===== src/hdl/assert_macros.svh =====
// ----------------------------------------------------------------------------
// assert_macros.svh
// Shared assertion macros. Every assertion is clocked on clk and is
// disabled while rst_n is low.
// ----------------------------------------------------------------------------
`ifndef ASSERT_MACROS_SVH
`define ASSERT_MACROS_SVH

// Same-cycle implication: when ante holds, cons must hold at that edge.
`define ASSERT_IMPL(label, ante, cons, msg) \
    label: assert property (@(posedge clk) disable iff (!rst_n) \
        (ante) |-> (cons)) else $error(msg);

// Next-cycle implication of cons on ante, using the |=> operator.
`define ASSERT_NEXT(label, ante, cons, msg) \
    label: assert property (@(posedge clk) disable iff (!rst_n) \
        (ante) |=> (cons)) else $error(msg);

`endif


===== src/hdl/fqvr_pkg.sv =====
// ----------------------------------------------------------------------------
// fqvr_pkg
// Types and constants that the FIFO queue with value removal shares.
// ----------------------------------------------------------------------------
`default_nettype none

package fqvr_pkg;

    localparam int DATA_W          = 32;
    localparam int CMD_W           = 2;
    localparam int STATUS_W        = 2;
    localparam int DEF_QUEUE_DEPTH = 16;

    // Command codes
    localparam logic [CMD_W-1:0] CMD_PUSH   = 2'd0;
    localparam logic [CMD_W-1:0] CMD_POP    = 2'd1;
    localparam logic [CMD_W-1:0] CMD_REMOVE = 2'd2;

    // Status codes
    localparam logic [STATUS_W-1:0] ST_OK    = 2'd0;
    localparam logic [STATUS_W-1:0] ST_EMPTY = 2'd1;
    localparam logic [STATUS_W-1:0] ST_FULL  = 2'd2;

    // Controller states, one-hot
    typedef enum logic [1:0] {
        S_IDLE = 2'b01,
        S_WALK = 2'b10
    } state_t;

    // Broadcast control from the controller to every cell
    typedef struct packed {
        logic                     shift;  // every cell takes its right neighbor
        logic                     write;  // the cell at the tail index loads value
        logic                     mark;   // every cell flags itself if equal to value
        logic signed [DATA_W-1:0] value;
    } ctrl_t;

endpackage

`default_nettype wire


===== src/hdl/fqvr_if.sv =====
// ----------------------------------------------------------------------------
// fqvr_if
// Valid/ready channels: command requests and command responses.
// ----------------------------------------------------------------------------
`default_nettype none

interface fqvr_req_if;
    import fqvr_pkg::*;

    logic                     valid;
    logic                     ready;
    logic [CMD_W-1:0]         cmd;
    logic signed [DATA_W-1:0] data_value;

    modport source (output valid, output cmd, output data_value, input ready);
    modport sink   (input valid, input cmd, input data_value, output ready);
endinterface

interface fqvr_rsp_if #(
    parameter int CNT_W = 5
);
    import fqvr_pkg::*;

    logic                     valid;
    logic                     ready;
    logic signed [DATA_W-1:0] read_value;
    logic [CNT_W-1:0]         removed_count;
    logic [STATUS_W-1:0]      status;
    logic [CNT_W-1:0]         fill_level;

    modport source (output valid, output read_value, output removed_count,
                    output status, output fill_level, input ready);
    modport sink   (input valid, input read_value, input removed_count,
                    input status, input fill_level, output ready);
endinterface

`default_nettype wire


===== src/hdl/fqvr_cell.sv =====
// ----------------------------------------------------------------------------
// fqvr_cell
// One queue slot: holds a value and a removal flag, and can take its right
// neighbor's contents, load a broadcast value, or compare against it.
// ----------------------------------------------------------------------------
`default_nettype none

module fqvr_cell #(
    parameter int CELL_IDX = 0,
    parameter int CNT_W    = 5
) (
    input  wire logic                             clk,
    input  wire fqvr_pkg::ctrl_t                  ctrl,
    input  wire logic [CNT_W-1:0]                 tail,
    input  wire logic signed [fqvr_pkg::DATA_W-1:0] right_value,
    input  wire logic                             right_dead,
    output logic signed [fqvr_pkg::DATA_W-1:0]    value,
    output logic                                  dead
);
    import fqvr_pkg::*;

    logic signed [DATA_W-1:0] value_reg;
    logic signed [DATA_W-1:0] value_next;
    logic                     dead_reg;
    logic                     dead_next;
    logic                     at_tail;

    assign at_tail = (tail == CNT_W'(CELL_IDX));

    // Write wins over shift so a kept head lands at the tail while the row moves
    always_comb
    begin
        value_next = value_reg;
        dead_next  = dead_reg;
        if (ctrl.mark)
        begin
            dead_next = (value_reg == ctrl.value);
        end
        if (ctrl.shift)
        begin
            value_next = right_value;
            dead_next  = right_dead;
        end
        if (ctrl.write && at_tail)
        begin
            value_next = ctrl.value;
            dead_next  = 1'b0;
        end
    end

    always_ff @(posedge clk)
    begin
        value_reg <= value_next;
        dead_reg  <= dead_next;
    end

    assign value = value_reg;
    assign dead  = dead_reg;

endmodule

`default_nettype wire


===== src/hdl/fifo_queue_with_value_removal.sv =====
// ----------------------------------------------------------------------------
// fifo_queue_with_value_removal
// Bounded FIFO of signed 32-bit values with push, pop and remove-by-value.
// ----------------------------------------------------------------------------
// Entries sit in a row of QUEUE_DEPTH cells with the head in cell 0. A push
// or a pop completes in the cycle it is accepted, and its response is held
// in an output register, so pushes and pops run at one per cycle while the
// response side keeps up. A remove on an empty queue responds at once;
// otherwise every matching cell is first flagged, then the row rotates once
// per cycle for n steps, n being the fill level, dropping a flagged head or
// recycling a kept head to the tail. No request is taken during that walk.
// Unused command codes respond at once with the current fill level.
`default_nettype none

module fifo_queue_with_value_removal #(
    parameter int QUEUE_DEPTH = fqvr_pkg::DEF_QUEUE_DEPTH
) (
    input  wire logic clk,
    input  wire logic rst_n,
    fqvr_req_if.sink  req,
    fqvr_rsp_if.source rsp
);
    import fqvr_pkg::*;

    `include "assert_macros.svh"

    localparam int CNT_W = $clog2(QUEUE_DEPTH + 1);

    state_t           state_reg;
    state_t           state_next;
    logic [CNT_W-1:0] count_reg;
    logic [CNT_W-1:0] count_next;
    logic [CNT_W-1:0] steps_reg;
    logic [CNT_W-1:0] steps_next;
    logic [CNT_W-1:0] removed_reg;
    logic [CNT_W-1:0] removed_next;

    logic                     rsp_valid_reg;
    logic signed [DATA_W-1:0] read_value_reg;
    logic [CNT_W-1:0]         removed_count_reg;
    logic [STATUS_W-1:0]      status_reg;
    logic [CNT_W-1:0]         fill_level_reg;

    logic                     accept;
    logic                     res_load;
    logic signed [DATA_W-1:0] res_read;
    logic [CNT_W-1:0]         res_removed;
    logic [STATUS_W-1:0]      res_status;

    ctrl_t                    ctrl;
    logic [CNT_W-1:0]         tail;
    logic signed [DATA_W-1:0] cell_value [QUEUE_DEPTH];
    logic                     cell_dead  [QUEUE_DEPTH];

    // Handshake: take a request when idle and the response slot frees up
    assign req.ready = (state_reg == S_IDLE) && (!rsp_valid_reg || rsp.ready);
    assign accept    = req.valid && req.ready;

    // Command decode and removal walk
    always_comb
    begin
        state_next   = state_reg;
        count_next   = count_reg;
        steps_next   = steps_reg;
        removed_next = removed_reg;
        ctrl         = '0;
        tail         = count_reg;
        res_load     = 1'b0;
        res_read     = '0;
        res_removed  = '0;
        res_status   = ST_OK;
        case (state_reg)
            S_IDLE:
            begin
                if (accept)
                begin
                    case (req.cmd)
                        CMD_PUSH:
                        begin
                            res_load = 1'b1;
                            if (count_reg == CNT_W'(QUEUE_DEPTH))
                            begin
                                res_status = ST_FULL;
                            end
                            else
                            begin
                                ctrl.write = 1'b1;
                                ctrl.value = req.data_value;
                                count_next = count_reg + 1'b1;
                            end
                        end
                        CMD_POP:
                        begin
                            res_load = 1'b1;
                            if (count_reg == '0)
                            begin
                                res_status = ST_EMPTY;
                            end
                            else
                            begin
                                res_read   = cell_value[0];
                                ctrl.shift = 1'b1;
                                count_next = count_reg - 1'b1;
                            end
                        end
                        CMD_REMOVE:
                        begin
                            if (count_reg == '0)
                            begin
                                res_load = 1'b1;
                            end
                            else
                            begin
                                ctrl.mark    = 1'b1;
                                ctrl.value   = req.data_value;
                                steps_next   = count_reg;
                                removed_next = '0;
                                state_next   = S_WALK;
                            end
                        end
                        default:
                        begin
                            res_load = 1'b1;
                        end
                    endcase
                end
            end
            S_WALK:
            begin
                // Head leaves the row; a kept head re-enters at the tail
                ctrl.shift = 1'b1;
                ctrl.write = !cell_dead[0];
                ctrl.value = cell_value[0];
                tail       = count_reg - 1'b1;
                if (cell_dead[0])
                begin
                    count_next   = count_reg - 1'b1;
                    removed_next = removed_reg + 1'b1;
                end
                steps_next = steps_reg - 1'b1;
                if (steps_reg == CNT_W'(1))
                begin
                    res_load    = 1'b1;
                    res_removed = removed_next;
                    state_next  = S_IDLE;
                end
            end
            default:
            begin
                state_next = S_IDLE;
            end
        endcase
    end

    // Control registers
    always_ff @(posedge clk or negedge rst_n)
    begin
        if (!rst_n)
        begin
            state_reg     <= S_IDLE;
            count_reg     <= '0;
            steps_reg     <= '0;
            removed_reg   <= '0;
            rsp_valid_reg <= 1'b0;
        end
        else
        begin
            state_reg   <= state_next;
            count_reg   <= count_next;
            steps_reg   <= steps_next;
            removed_reg <= removed_next;
            if (res_load)
            begin
                rsp_valid_reg <= 1'b1;
            end
            else if (rsp.ready)
            begin
                rsp_valid_reg <= 1'b0;
            end
        end
    end

    // Response payload
    always_ff @(posedge clk)
    begin
        if (res_load)
        begin
            read_value_reg    <= res_read;
            removed_count_reg <= res_removed;
            status_reg        <= res_status;
            fill_level_reg    <= count_next;
        end
    end

    assign rsp.valid         = rsp_valid_reg;
    assign rsp.read_value    = read_value_reg;
    assign rsp.removed_count = removed_count_reg;
    assign rsp.status        = status_reg;
    assign rsp.fill_level    = fill_level_reg;

    // Cell row, head at index 0
    for (genvar i = 0; i < QUEUE_DEPTH; i++)
    begin : g_cell
        logic signed [DATA_W-1:0] right_value;
        logic                     right_dead;

        if (i < QUEUE_DEPTH - 1)
        begin : g_inner
            assign right_value = cell_value[i+1];
            assign right_dead  = cell_dead[i+1];
        end
        else
        begin : g_last
            assign right_value = '0;
            assign right_dead  = 1'b0;
        end

        fqvr_cell #(
            .CELL_IDX (i),
            .CNT_W    (CNT_W)
        ) u_cell (
            .clk         (clk),
            .ctrl        (ctrl),
            .tail        (tail),
            .right_value (right_value),
            .right_dead  (right_dead),
            .value       (cell_value[i]),
            .dead        (cell_dead[i])
        );
    end

    // Assertions
    `ASSERT_IMPL(a_count_bound, 1'b1, count_reg <= CNT_W'(QUEUE_DEPTH),
        "fill count beyond queue depth")
    `ASSERT_IMPL(a_walk_no_rsp, state_reg == S_WALK, !rsp_valid_reg,
        "response pending during removal walk")
    `ASSERT_NEXT(a_walk_no_grow, state_reg == S_WALK, count_reg <= $past(count_reg),
        "fill count grew during removal walk")
    `ASSERT_IMPL(a_walk_steps, state_reg == S_WALK,
        steps_reg != '0 && removed_reg + count_reg <= CNT_W'(QUEUE_DEPTH),
        "removal walk bookkeeping out of range")

endmodule

`default_nettype wire

===== src/flat_wrapper.sv =====
// flat-port wrapper written by rule: the top's interface ports become plain ports
module fifo_queue_with_value_removal_flat import fqvr_pkg::*;
#(
    parameter int QUEUE_DEPTH = fqvr_pkg::DEF_QUEUE_DEPTH
)
  (clk, rst_n, req_valid, req_cmd, req_data_value, req_ready, rsp_valid, rsp_read_value, rsp_removed_count, rsp_status, rsp_fill_level, rsp_ready);
  fqvr_req_if req_i ();
  fqvr_rsp_if rsp_i ();
  input  wire logic clk;
  input  wire logic rst_n;
  input wire logic [$bits(req_i.valid)-1:0] req_valid;
  input wire logic [$bits(req_i.cmd)-1:0] req_cmd;
  input wire logic [$bits(req_i.data_value)-1:0] req_data_value;
  output wire logic [$bits(req_i.ready)-1:0] req_ready;
  output wire logic [$bits(rsp_i.valid)-1:0] rsp_valid;
  output wire logic [$bits(rsp_i.read_value)-1:0] rsp_read_value;
  output wire logic [$bits(rsp_i.removed_count)-1:0] rsp_removed_count;
  output wire logic [$bits(rsp_i.status)-1:0] rsp_status;
  output wire logic [$bits(rsp_i.fill_level)-1:0] rsp_fill_level;
  input wire logic [$bits(rsp_i.ready)-1:0] rsp_ready;
  assign req_i.valid = req_valid;
  assign req_i.cmd = req_cmd;
  assign req_i.data_value = req_data_value;
  assign req_ready = req_i.ready;
  assign rsp_valid = rsp_i.valid;
  assign rsp_read_value = rsp_i.read_value;
  assign rsp_removed_count = rsp_i.removed_count;
  assign rsp_status = rsp_i.status;
  assign rsp_fill_level = rsp_i.fill_level;
  assign rsp_i.ready = rsp_ready;
  fifo_queue_with_value_removal #(.QUEUE_DEPTH(QUEUE_DEPTH)) u_core (.clk(clk), .rst_n(rst_n), .req(req_i), .rsp(rsp_i));
endmodule

===== config.mk =====
export PLATFORM = sky130hd
export DESIGN_NAME = fifo_queue_with_value_removal_flat
export DESIGN_NICKNAME = d
export VERILOG_FILES = /design/src/hdl/fqvr_pkg.sv /design/src/hdl/fqvr_if.sv /design/src/hdl/fqvr_cell.sv /design/src/hdl/fifo_queue_with_value_removal.sv /design/src/flat_wrapper.sv
export VERILOG_INCLUDE_DIRS = /design/src /design/src/hdl
export SDC_FILE = /design/constraint.sdc
export NUM_CORES = 1
export LEC_CHECK = 0
export ABC_CLOCK_PERIOD_IN_PS = 4300
export CAP_MARGIN = 25
export CORE_ASPECT_RATIO = 0.6
export CORE_MARGIN = 2
export CORE_UTILIZATION = 55
export DETAILED_ROUTE_END_ITERATION = 10
export DONT_BUFFER_PORTS = 1
export PLACE_DENSITY_LB_ADDON = 0.05
export SLEW_MARGIN = 15
export SYNTH_ARGS = -nofsm -noshare
export SYNTH_HDL_FRONTEND = slang
export SYNTH_SLANG_ARGS = --single-unit

===== constraint.sdc =====
create_clock -name clk -period 4.3 [get_ports clk]
set_input_delay 0.43 -clock clk [delete_from_list [all_inputs] [get_ports clk]]
set_output_delay 0.43 -clock clk [all_outputs]
set_load 0.1 [all_outputs]

==> results of run 1 <==
[cell usage after synthesis, drive strengths merged, types with 33 or more instances]
library cell,number,share of area (%)
nor4,49,0.99
o21ai,213,3.4
o22ai,51,1.0
buf,95,1.7
nand4,78,1.6
edfxtp,556,54
and2,33,0.66
a22oi,54,2.3
inv,46,0.56
a21oi,354,5.7
clkbuf,151,1.8
nor2,385,4.6
xor2,254,7.2
nand2,222,2.7
xnor2,144,4.1
[worst reg2reg max path: cells and delay by family, from the launching register on]
kind,cells,cell delay [ns]
adders and majority gates,1,0.20
AOI/OAI and AO/OA,3,1.50
DFF,1,0.48
and+or+nand+nor,3,0.92
xor gates and xnor gates,1,0.40
buffers and inverters,2,0.42
[cell families after synthesis]
logic type | synth area share [%]
xor gates and xnor gates | 11.2
adders and majority gates | 0.322
DFF | 56.2
buffers and inverters | 4.12
muxes | 0.0684
and+or+nand+nor | 13.1
AOI/OAI and AO/OA | 15.0
[where the power goes]
| part | internal [mW] | leakage, nW | switching, mW | total [mW] |
|---|---|---|---|---|
| Clock | 2.85 | 0.892 | 2.30 | 5.15 |
| Combinational | 1.65 | 5.67 | 3.69 | 5.34 |
| Sequential | 7.31 | 5.38 | 1.62 | 8.93 |
[worst min path at each step]
stage                     depth (start not counted)                                 end       start
after floorplan                                   0       u_core.count_reg[0]$_DFF_PN0_       rst_n
after global placement                            0   u_core.removed_reg[4]$_DFFE_PN0P_       rst_n
after detailed placement                          0   u_core.removed_reg[4]$_DFFE_PN0P_       rst_n
after CTS                                         2  u_core.rsp.status[0]$_SDFFCE_PN0P_  req_cmd[0]
after global routing                              1        u_core.rsp.valid$_DFFE_PN0P_       rst_n
final                                             2  u_core.rsp.status[0]$_SDFFCE_PN0P_  req_cmd[0]
[through the flow]
stage                     util, %  hold slack, ns
after global placement       58.0           0.135
after floorplan                 -           0.134
after detailed placement     58.0           0.135
final                        61.3          0.0833
after global routing         61.3          0.0904
after CTS                    61.3          0.0587
[routing by layer]
| metal | GRT usage, % | routed length (um) | share of wire [%] | vias to the layer above |
|---|---|---|---|---|
| met4 | 10.4 | 3000 | 2.7 | 0 |
| li1 | - | - | - | 10500 |
| met2 | 50.0 | 44400 | 41 | 1766 |
| met3 | 10.4 | 15200 | 14 | 198 |
| met1 | 57.2 | 47000 | 43 | 12000 |
| met5 | 0 | 0 | 0 | - |
[cell usage in the layout, fill, tap and decap left out, drive strengths merged, types with 5 or more instances in the layout]
| master | n |
|---|---|
| a22oi | 54 |
| o22ai | 51 |
| a21oi | 354 |
| a21boi | 5 |
| nor4 | 49 |
| nor2b | 5 |
| and3 | 6 |
| a31o | 8 |
| and2 | 33 |
| o21ai | 213 |
| dfrtp | 17 |
| nor2 | 385 |
| o2111ai | 7 |
| xor2 | 254 |
| a21o | 8 |
| inv | 46 |
| dfxtp | 16 |
| a221oi | 9 |
| nand2b | 24 |
| clkinv | 24 |
| o31ai | 6 |
| xnor2 | 144 |
| bufinv | 7 |
| buf | 136 |
| nand4 | 78 |
| nand3 | 30 |
| nand2 | 222 |
| edfxtp | 556 |
| or3 | 14 |
| ha | 8 |
| a22o | 13 |
| clkbuf | 67 |
| nor3 | 31 |
| clkinvlp | 5 |
| a222oi | 6 |
[cell type report]
cell class	instances	share of cell area, %
sequential	590	51.0
multi-input combinational	2070	36.5
clock buffer	67	4.27
timing repair buffer	137	3.90
tap	759	2.77
clock inverter	36	1.08
inverter	46	0.504
antenna	2	0.0146
==> metrics.md, run 1 <==
| Metric | Value |
|---|---|
| Skew final | just under 0.02 ns |
| Clk slew on worst S/H paths | ~0.070 ns |
| Leak | between 10 and 15 nW |
| Critical path buffers and inverters | 2 |
| Grt total ovfl | 0 |
| Reg-to-Reg Start | u_core.count_reg[1]$_DFF_PN0_ |
| Final Max Slew Viols | 0 |
| PwrDens | between 500 and 600 mW/mm^2 |
| Unique masters post-synth | 75 |
| Ys async rst share | just over 3% |
| Worst hold path class | input port to register |
| Cells after DPL | 3600 |
| Fill cells | approximately 4600 |
| FMAX | about 0.25 GHz |
| Max-Cap Viols | 0 |
| Ys Warns | 0 |
| FF+latch count, synth | 590 |
| Final hold vios | 0 |
| Worst path required time | roughly 5 ns |
| Layout area overhead | 10.1% |
| Initial Utilization | 55.7% |
| Postcts setup bufs | 0 |
| Cts hold-fix bufs | 1 |
| Sequential area share after synthesis | roughly 56% |
| Slack of the critical path | approximately 0.34 ns |
| Relative slew slack | between 30% and 40% |
| Die Area | a little under 0.06 mm^2 |
| CTS tree | built |
| R2R cell count | 10 |
| Multi-input gate area | between 0.01 and 0.015 mm^2 |
| Max FO, Critical Path | 22 |
| ANT nets after route | 0 |
| Register Area | ~0.017 mm^2 |
| EDFF count, synth | 556 |
| Worst path depth | 10 |
| HPWL after DPL | 76200 um |
| IO Count | between 80 and 90 |
| Syn_area_per_cell | ~11 um^2 |
| CTS buffer count | 56 |
| Via count | between 20000 and 25000 |
| Number of antenna violations at the first check in global routing | 2 |
| Setup_tns | 0 ns |
| Vias in the first global route | roughly 23000 |
| Drt wl/cell | approximately 30 um |
| Rows | between 60 and 70 |
| Crit path time final | 3.96 ns |
| Largest net degree at the start of global routing | 67 |
| Pre-CTS setup slack | roughly 0.45 ns |
| # setup viols final | 0 |
| Final worst path period share | 92.2% |
| Worst skew pair latency | 0.64 ns |
| H-tree Lvls | 2 |
| Final GP Congestion | around 0.97 |
| First-pass GRT wire length | between 150000 and 200000 um |
| IO buf count | 0 |
| Delay-heaviest family, CP | compound AO/OA/AOI/OAI gates |
| CP peak stage delay | 0.78 ns |
| Syn Std Cell Area | 0.0311 mm^2 |
| R2R Setup Slk | about 0.34 ns |
| Slowest-stage cell, CP | a22oi_4 |
| Vias per cell | roughly 6.6 |
| # DRC | 0 |
| Worst-Margin Slew | about 0.98 ns |
| CP endpoint | u_core.g_cell[6].u_cell.dead$_SDFFE_PP0P_ |
| Status | completed |
| Clock root cell | clkbuf_16 |
| Critical path origin | u_core.count_reg[1]$_DFF_PN0_ |
| Routed WL | 110000 um |
| Cell Count, Final, Fillers Out | roughly 3700 |
| Die X | between 300 and 400 um |
| Cells after Synth | ~3000 |
| Startpoint types | register |
| First drt pass iteration count | 8 |
| Share of layout cells above drive strength 1 | between 10% and 20% |
| FF-to-FF End | u_core.g_cell[6].u_cell.dead$_SDFFE_PP0P_ |
| Total Power | 19.4 mW |
| Post-CTS sizing | 0 |
| Final net count | a little under 3000 |
| VDD IR max | 336 uV |
| Post-place instance area | 0.0324 mm^2 |
| Crit path kind | register to register |
| CTS Sinks | between 500 and 600 |
| CP endpoint kind | register |
| Finished Cell Area | about 0.034 mm^2 |
| Unrepaired setup endpoints after global routing | false |
| Clk buf depth | 3 |
| Critical Path AT | approximately 4.5 ns |
| Iter 0 DRT Violations | between 4000 and 5000 |
| Max FFs per register | 512 |
| Core area | roughly 0.056 mm^2 |
| Die Height | around 190 um |
| Commonest register cell after synthesis | edfxtp_1 |
| Gr usage total | 36.9% |
| Cells along the critical path | inv_1, ha_1, or3b_4, o2111a_4, buf_12, a22oi_4, xor2_1, nand4_1, nor4_1, a31o_2 |
| Syn Nets | around 3000 |
Note: power is estimated with default switching activity, not from simulation.
==> run 2: changes to the inputs <==
--- a/config.mk
+++ b/config.mk
@@ -10,7 +10,7 @@
 export CAP_MARGIN = 25
 export CORE_ASPECT_RATIO = 0.6
 export CORE_MARGIN = 2
-export CORE_UTILIZATION = 55
+export CORE_UTILIZATION = 58
 export DETAILED_ROUTE_END_ITERATION = 10
 export DONT_BUFFER_PORTS = 1
 export PLACE_DENSITY_LB_ADDON = 0.05
==> run 2 against run 1 <==
Against the previous run: fmax fell by 1.6%; clock skew grew 0.0076 ns; sequential share of layout area increased by 0.13 points; critical path depth did not move; clock power up 2%; register-to-register slack got worse by 0.07 ns; setup slack worse by 0.066 ns; die area is 5.1% lower; via count rose by 0.90%; wire length shrank 1.6%; flip-flop and latch count unchanged; hold slack improved by 0.016 ns; largest power group unchanged; highest routed layer is now met5.
==> metrics.md, run 2 (same netlist as run 1, synthesis figures left out) <==
| Metric | Value |
|---|---|
| Die Area | 0.0556 mm^2 (-5.1%) |
| Leading cell type in the layout, fill and taps excluded | edfxtp_1 |
| CP endpoint kind | register |
| Worst min-delay path startpoint | req_cmd[0] |
| Worst hold path class | input port to register |
| Post-CTS sizing | 0 (unchanged) |
| Final net count | 2940 (-0.24%) |
| Max-Cap Viols | 0 (unchanged) |
| Clk buf depth | 3 (unchanged) |
| Via count | 24700 (+0.90%) |
| Unrepaired setup endpoints after global routing | false |
| Vias per cell | 6.77 (+2.6%) |
| Critical path origin | u_core.count_reg[1]$_DFF_PN0_ |
| Rows | 65 (-3.0%) |
| First drt pass iteration count | 9 (+1) |
| Core area | 0.0528 mm^2 (-5.5%) |
| CP peak stage delay | 0.86 ns (+0.08 ns) |
| Crit path time final | 4.03 ns (+0.0665 ns) |
| CTS buffer count | 54 (-3.6%) |
| Drt wl/cell | 29.6 um (+0.14%) |
| Worst skew pair latency | 0.62 ns (-0.02 ns) |
| Final worst path period share | 93.7% (+1.5 points) |
| R2R cell count | 10 (unchanged) |
| CTS tree | built |
| Post-place instance area | 0.0323 mm^2 (-0.37%) |
| FF-to-FF End | u_core.g_cell[8].u_cell.dead$_SDFFE_PP0P_ |
| IO buf count | 0 (unchanged) |
| WHS Endpoint | u_core.rsp.status[0]$_SDFFCE_PN0P_ |
| ANT nets after route | 0 (unchanged) |
| VDD IR max | 403 uV (+20%) |
| Cts hold-fix bufs | 1 (unchanged) |
| PwrDens | 570 mW/mm^2 (+0.45%) |
| IO Count | 84 (unchanged) |
| Slack of the critical path | 0.270 ns (-0.0665 ns) |
| Leak | 11.9 nW (-0.13%) |
| Cells after DPL | 3540 (-1.7%) |
| Finished Cell Area | 0.0342 mm^2 (-0.25%) |
| Layout area overhead | 9.83% |
| Number of antenna violations at the first check in global routing | 4 (+2) |
| Worst path required time | 4.84 ns (-0.04 ns) |
| Iter 0 DRT Violations | 4276 (-2.5%) |
| Relative slew slack | 28.1% (-6.9 points) |
| Final GP Congestion | 0.961 (-0.58%) |
| Clk slew on worst S/H paths | 0.07 ns (about the same) |
| Slowest-stage cell, CP | a22oi_4 |
| First-pass GRT wire length | 156000 um (-1.6%) |
| H-tree Lvls | 2 (unchanged) |
| Pre-CTS setup slack | 0.377 ns (-0.0744 ns) |
| Critical Path AT | 4.57 ns (+0.03 ns) |
| Final Max Slew Viols | 0 (unchanged) |
| Setup_tns | 0 ns (unchanged) |
| Vias in the first global route | 23000 (+1.4%) |
| Initial Utilization | 58.9% (+3.2 points) |
| Max FO, Critical Path | 22 (unchanged) |
| Total Power | 19.5 mW (+0.20%) |
| Status | completed |
| Hold depth | 2 (unchanged) |
| Die Height | 183 um (-2.6%) |
| Grt total ovfl | 0 (unchanged) |
| HPWL after DPL | 74900 um (-1.7%) |
| Largest net degree at the start of global routing | 67 (unchanged) |
| Post-layout util | 64.7% (+3.4 points) |
| Cells along the critical path | inv_1, ha_1, or3b_4, o2111a_4, a22oi_4, buf_4, xnor2_1, nor4_1, nand4_1, o32ai_2 |
| Worst-Margin Slew | 1.08 ns (+0.0936 ns) |
| Share of layout cells above drive strength 1 | 9.63% (-0.45 points) |
| Gr usage total | 38.6% (+1.7 points) |
| # DRC | 0 (unchanged) |
| Skew final | 0.0270 ns (+0.00760 ns) |
| Routed WL | 108000 um (-1.6%) |
| Crit path kind | register to register |
| Die X | 303 um (-2.6%) |
| Fin Hold WS | 0.0992 ns (+0.0159 ns) |
| R2R Setup Slk | 0.27 ns (-0.07 ns) |
| Most frequent cells in the layout | edfxtp_1 (556), nor2_1 (383), a21oi_1 (353) |
| # setup viols final | 0 (unchanged) |
| FMAX | 0.248 GHz (-1.6%) |
| Reg-to-Reg Start | u_core.count_reg[1]$_DFF_PN0_ |
| Clock root cell | clkbuf_16 |
| Max FFs per register | 512 (unchanged) |
| Postcts setup bufs | 0 (unchanged) |
| Cell Count, Final, Fillers Out | 3644 (-1.7%) |
| Startpoint types | register |
| Final hold vios | 0 (unchanged) |
| CTS Sinks | 590 (unchanged) |
run 2: cell types whose count changed in the layout (fill, tap and decap cells not counted), sizes merged:
| cell | before | now |
|---|---|---|
| buf | 136 | 131 |
| bufinv | 7 | 9 |
| clkbuf | 67 | 74 |
| clkinv | 24 | 15 |
| clkinvlp | 5 | 2 |
| inv | 46 | 47 |
run 2: worst max path at each step:
stage                                                end  slack, ns  depth (start not counted)
6_report       u_core.g_cell[8].u_cell.dead$_SDFFE_PP0P_       0.27                         10
5_1_grt        u_core.g_cell[8].u_cell.dead$_SDFFE_PP0P_       0.21                         11
4_1_cts        u_core.g_cell[8].u_cell.dead$_SDFFE_PP0P_       0.34                         11
3_5_place_dp   u_core.g_cell[8].u_cell.dead$_SDFFE_PP0P_       0.38                         11
3_3_place_gp   u_core.g_cell[0].u_cell.dead$_SDFFE_PP0P_       0.48                         10
2_1_floorplan         u_core.rsp.fill_level[0]$_DFFE_PP_       0.30                          7
run 2: where the power goes:
group / internal, mW / total (mW) / switching [mW]
registers: 7.31 / 8.93 / 1.62
clock network: 3.01 / 5.25 / 2.23
logic: 1.62 / 5.28 / 3.66
total: 11.9 / 19.5 / 7.52
run 2: final cells by class:
class	instances	area [um^2]
fill	4160	18600
sequential	590	17500
multi-input combinational	2070	12500
clock buffer	74	1520
timing repair buffer	132	1280
tap	703	880
clock inverter	27	358
inverter	46	173
antenna	2	5.00
run 2: layer usage:
layer  GRT usage (%)  wire length [um]  part of all wire, %  vias up
met2            54.2             44900                   42     1838
met1            58.7             44200                   41    12100
met4            12.6              3830                  3.5        2
met5               0                13                0.012        -
li1                -                 -                    -    10500
met3            9.19             14900                   14      245
run 2: worst max-delay path, delay by kind of cell (launching register included):
kind / cells / cell delay (ns)
AND/OR/NAND/NOR: 3 / 1.05
buffers and inverters: 2 / 0.47
XOR/XNOR: 1 / 0.09
AO/OA/AOI/OAI: 3 / 1.65
adder cells (fa/ha/maj): 1 / 0.18
flip-flops: 1 / 0.48
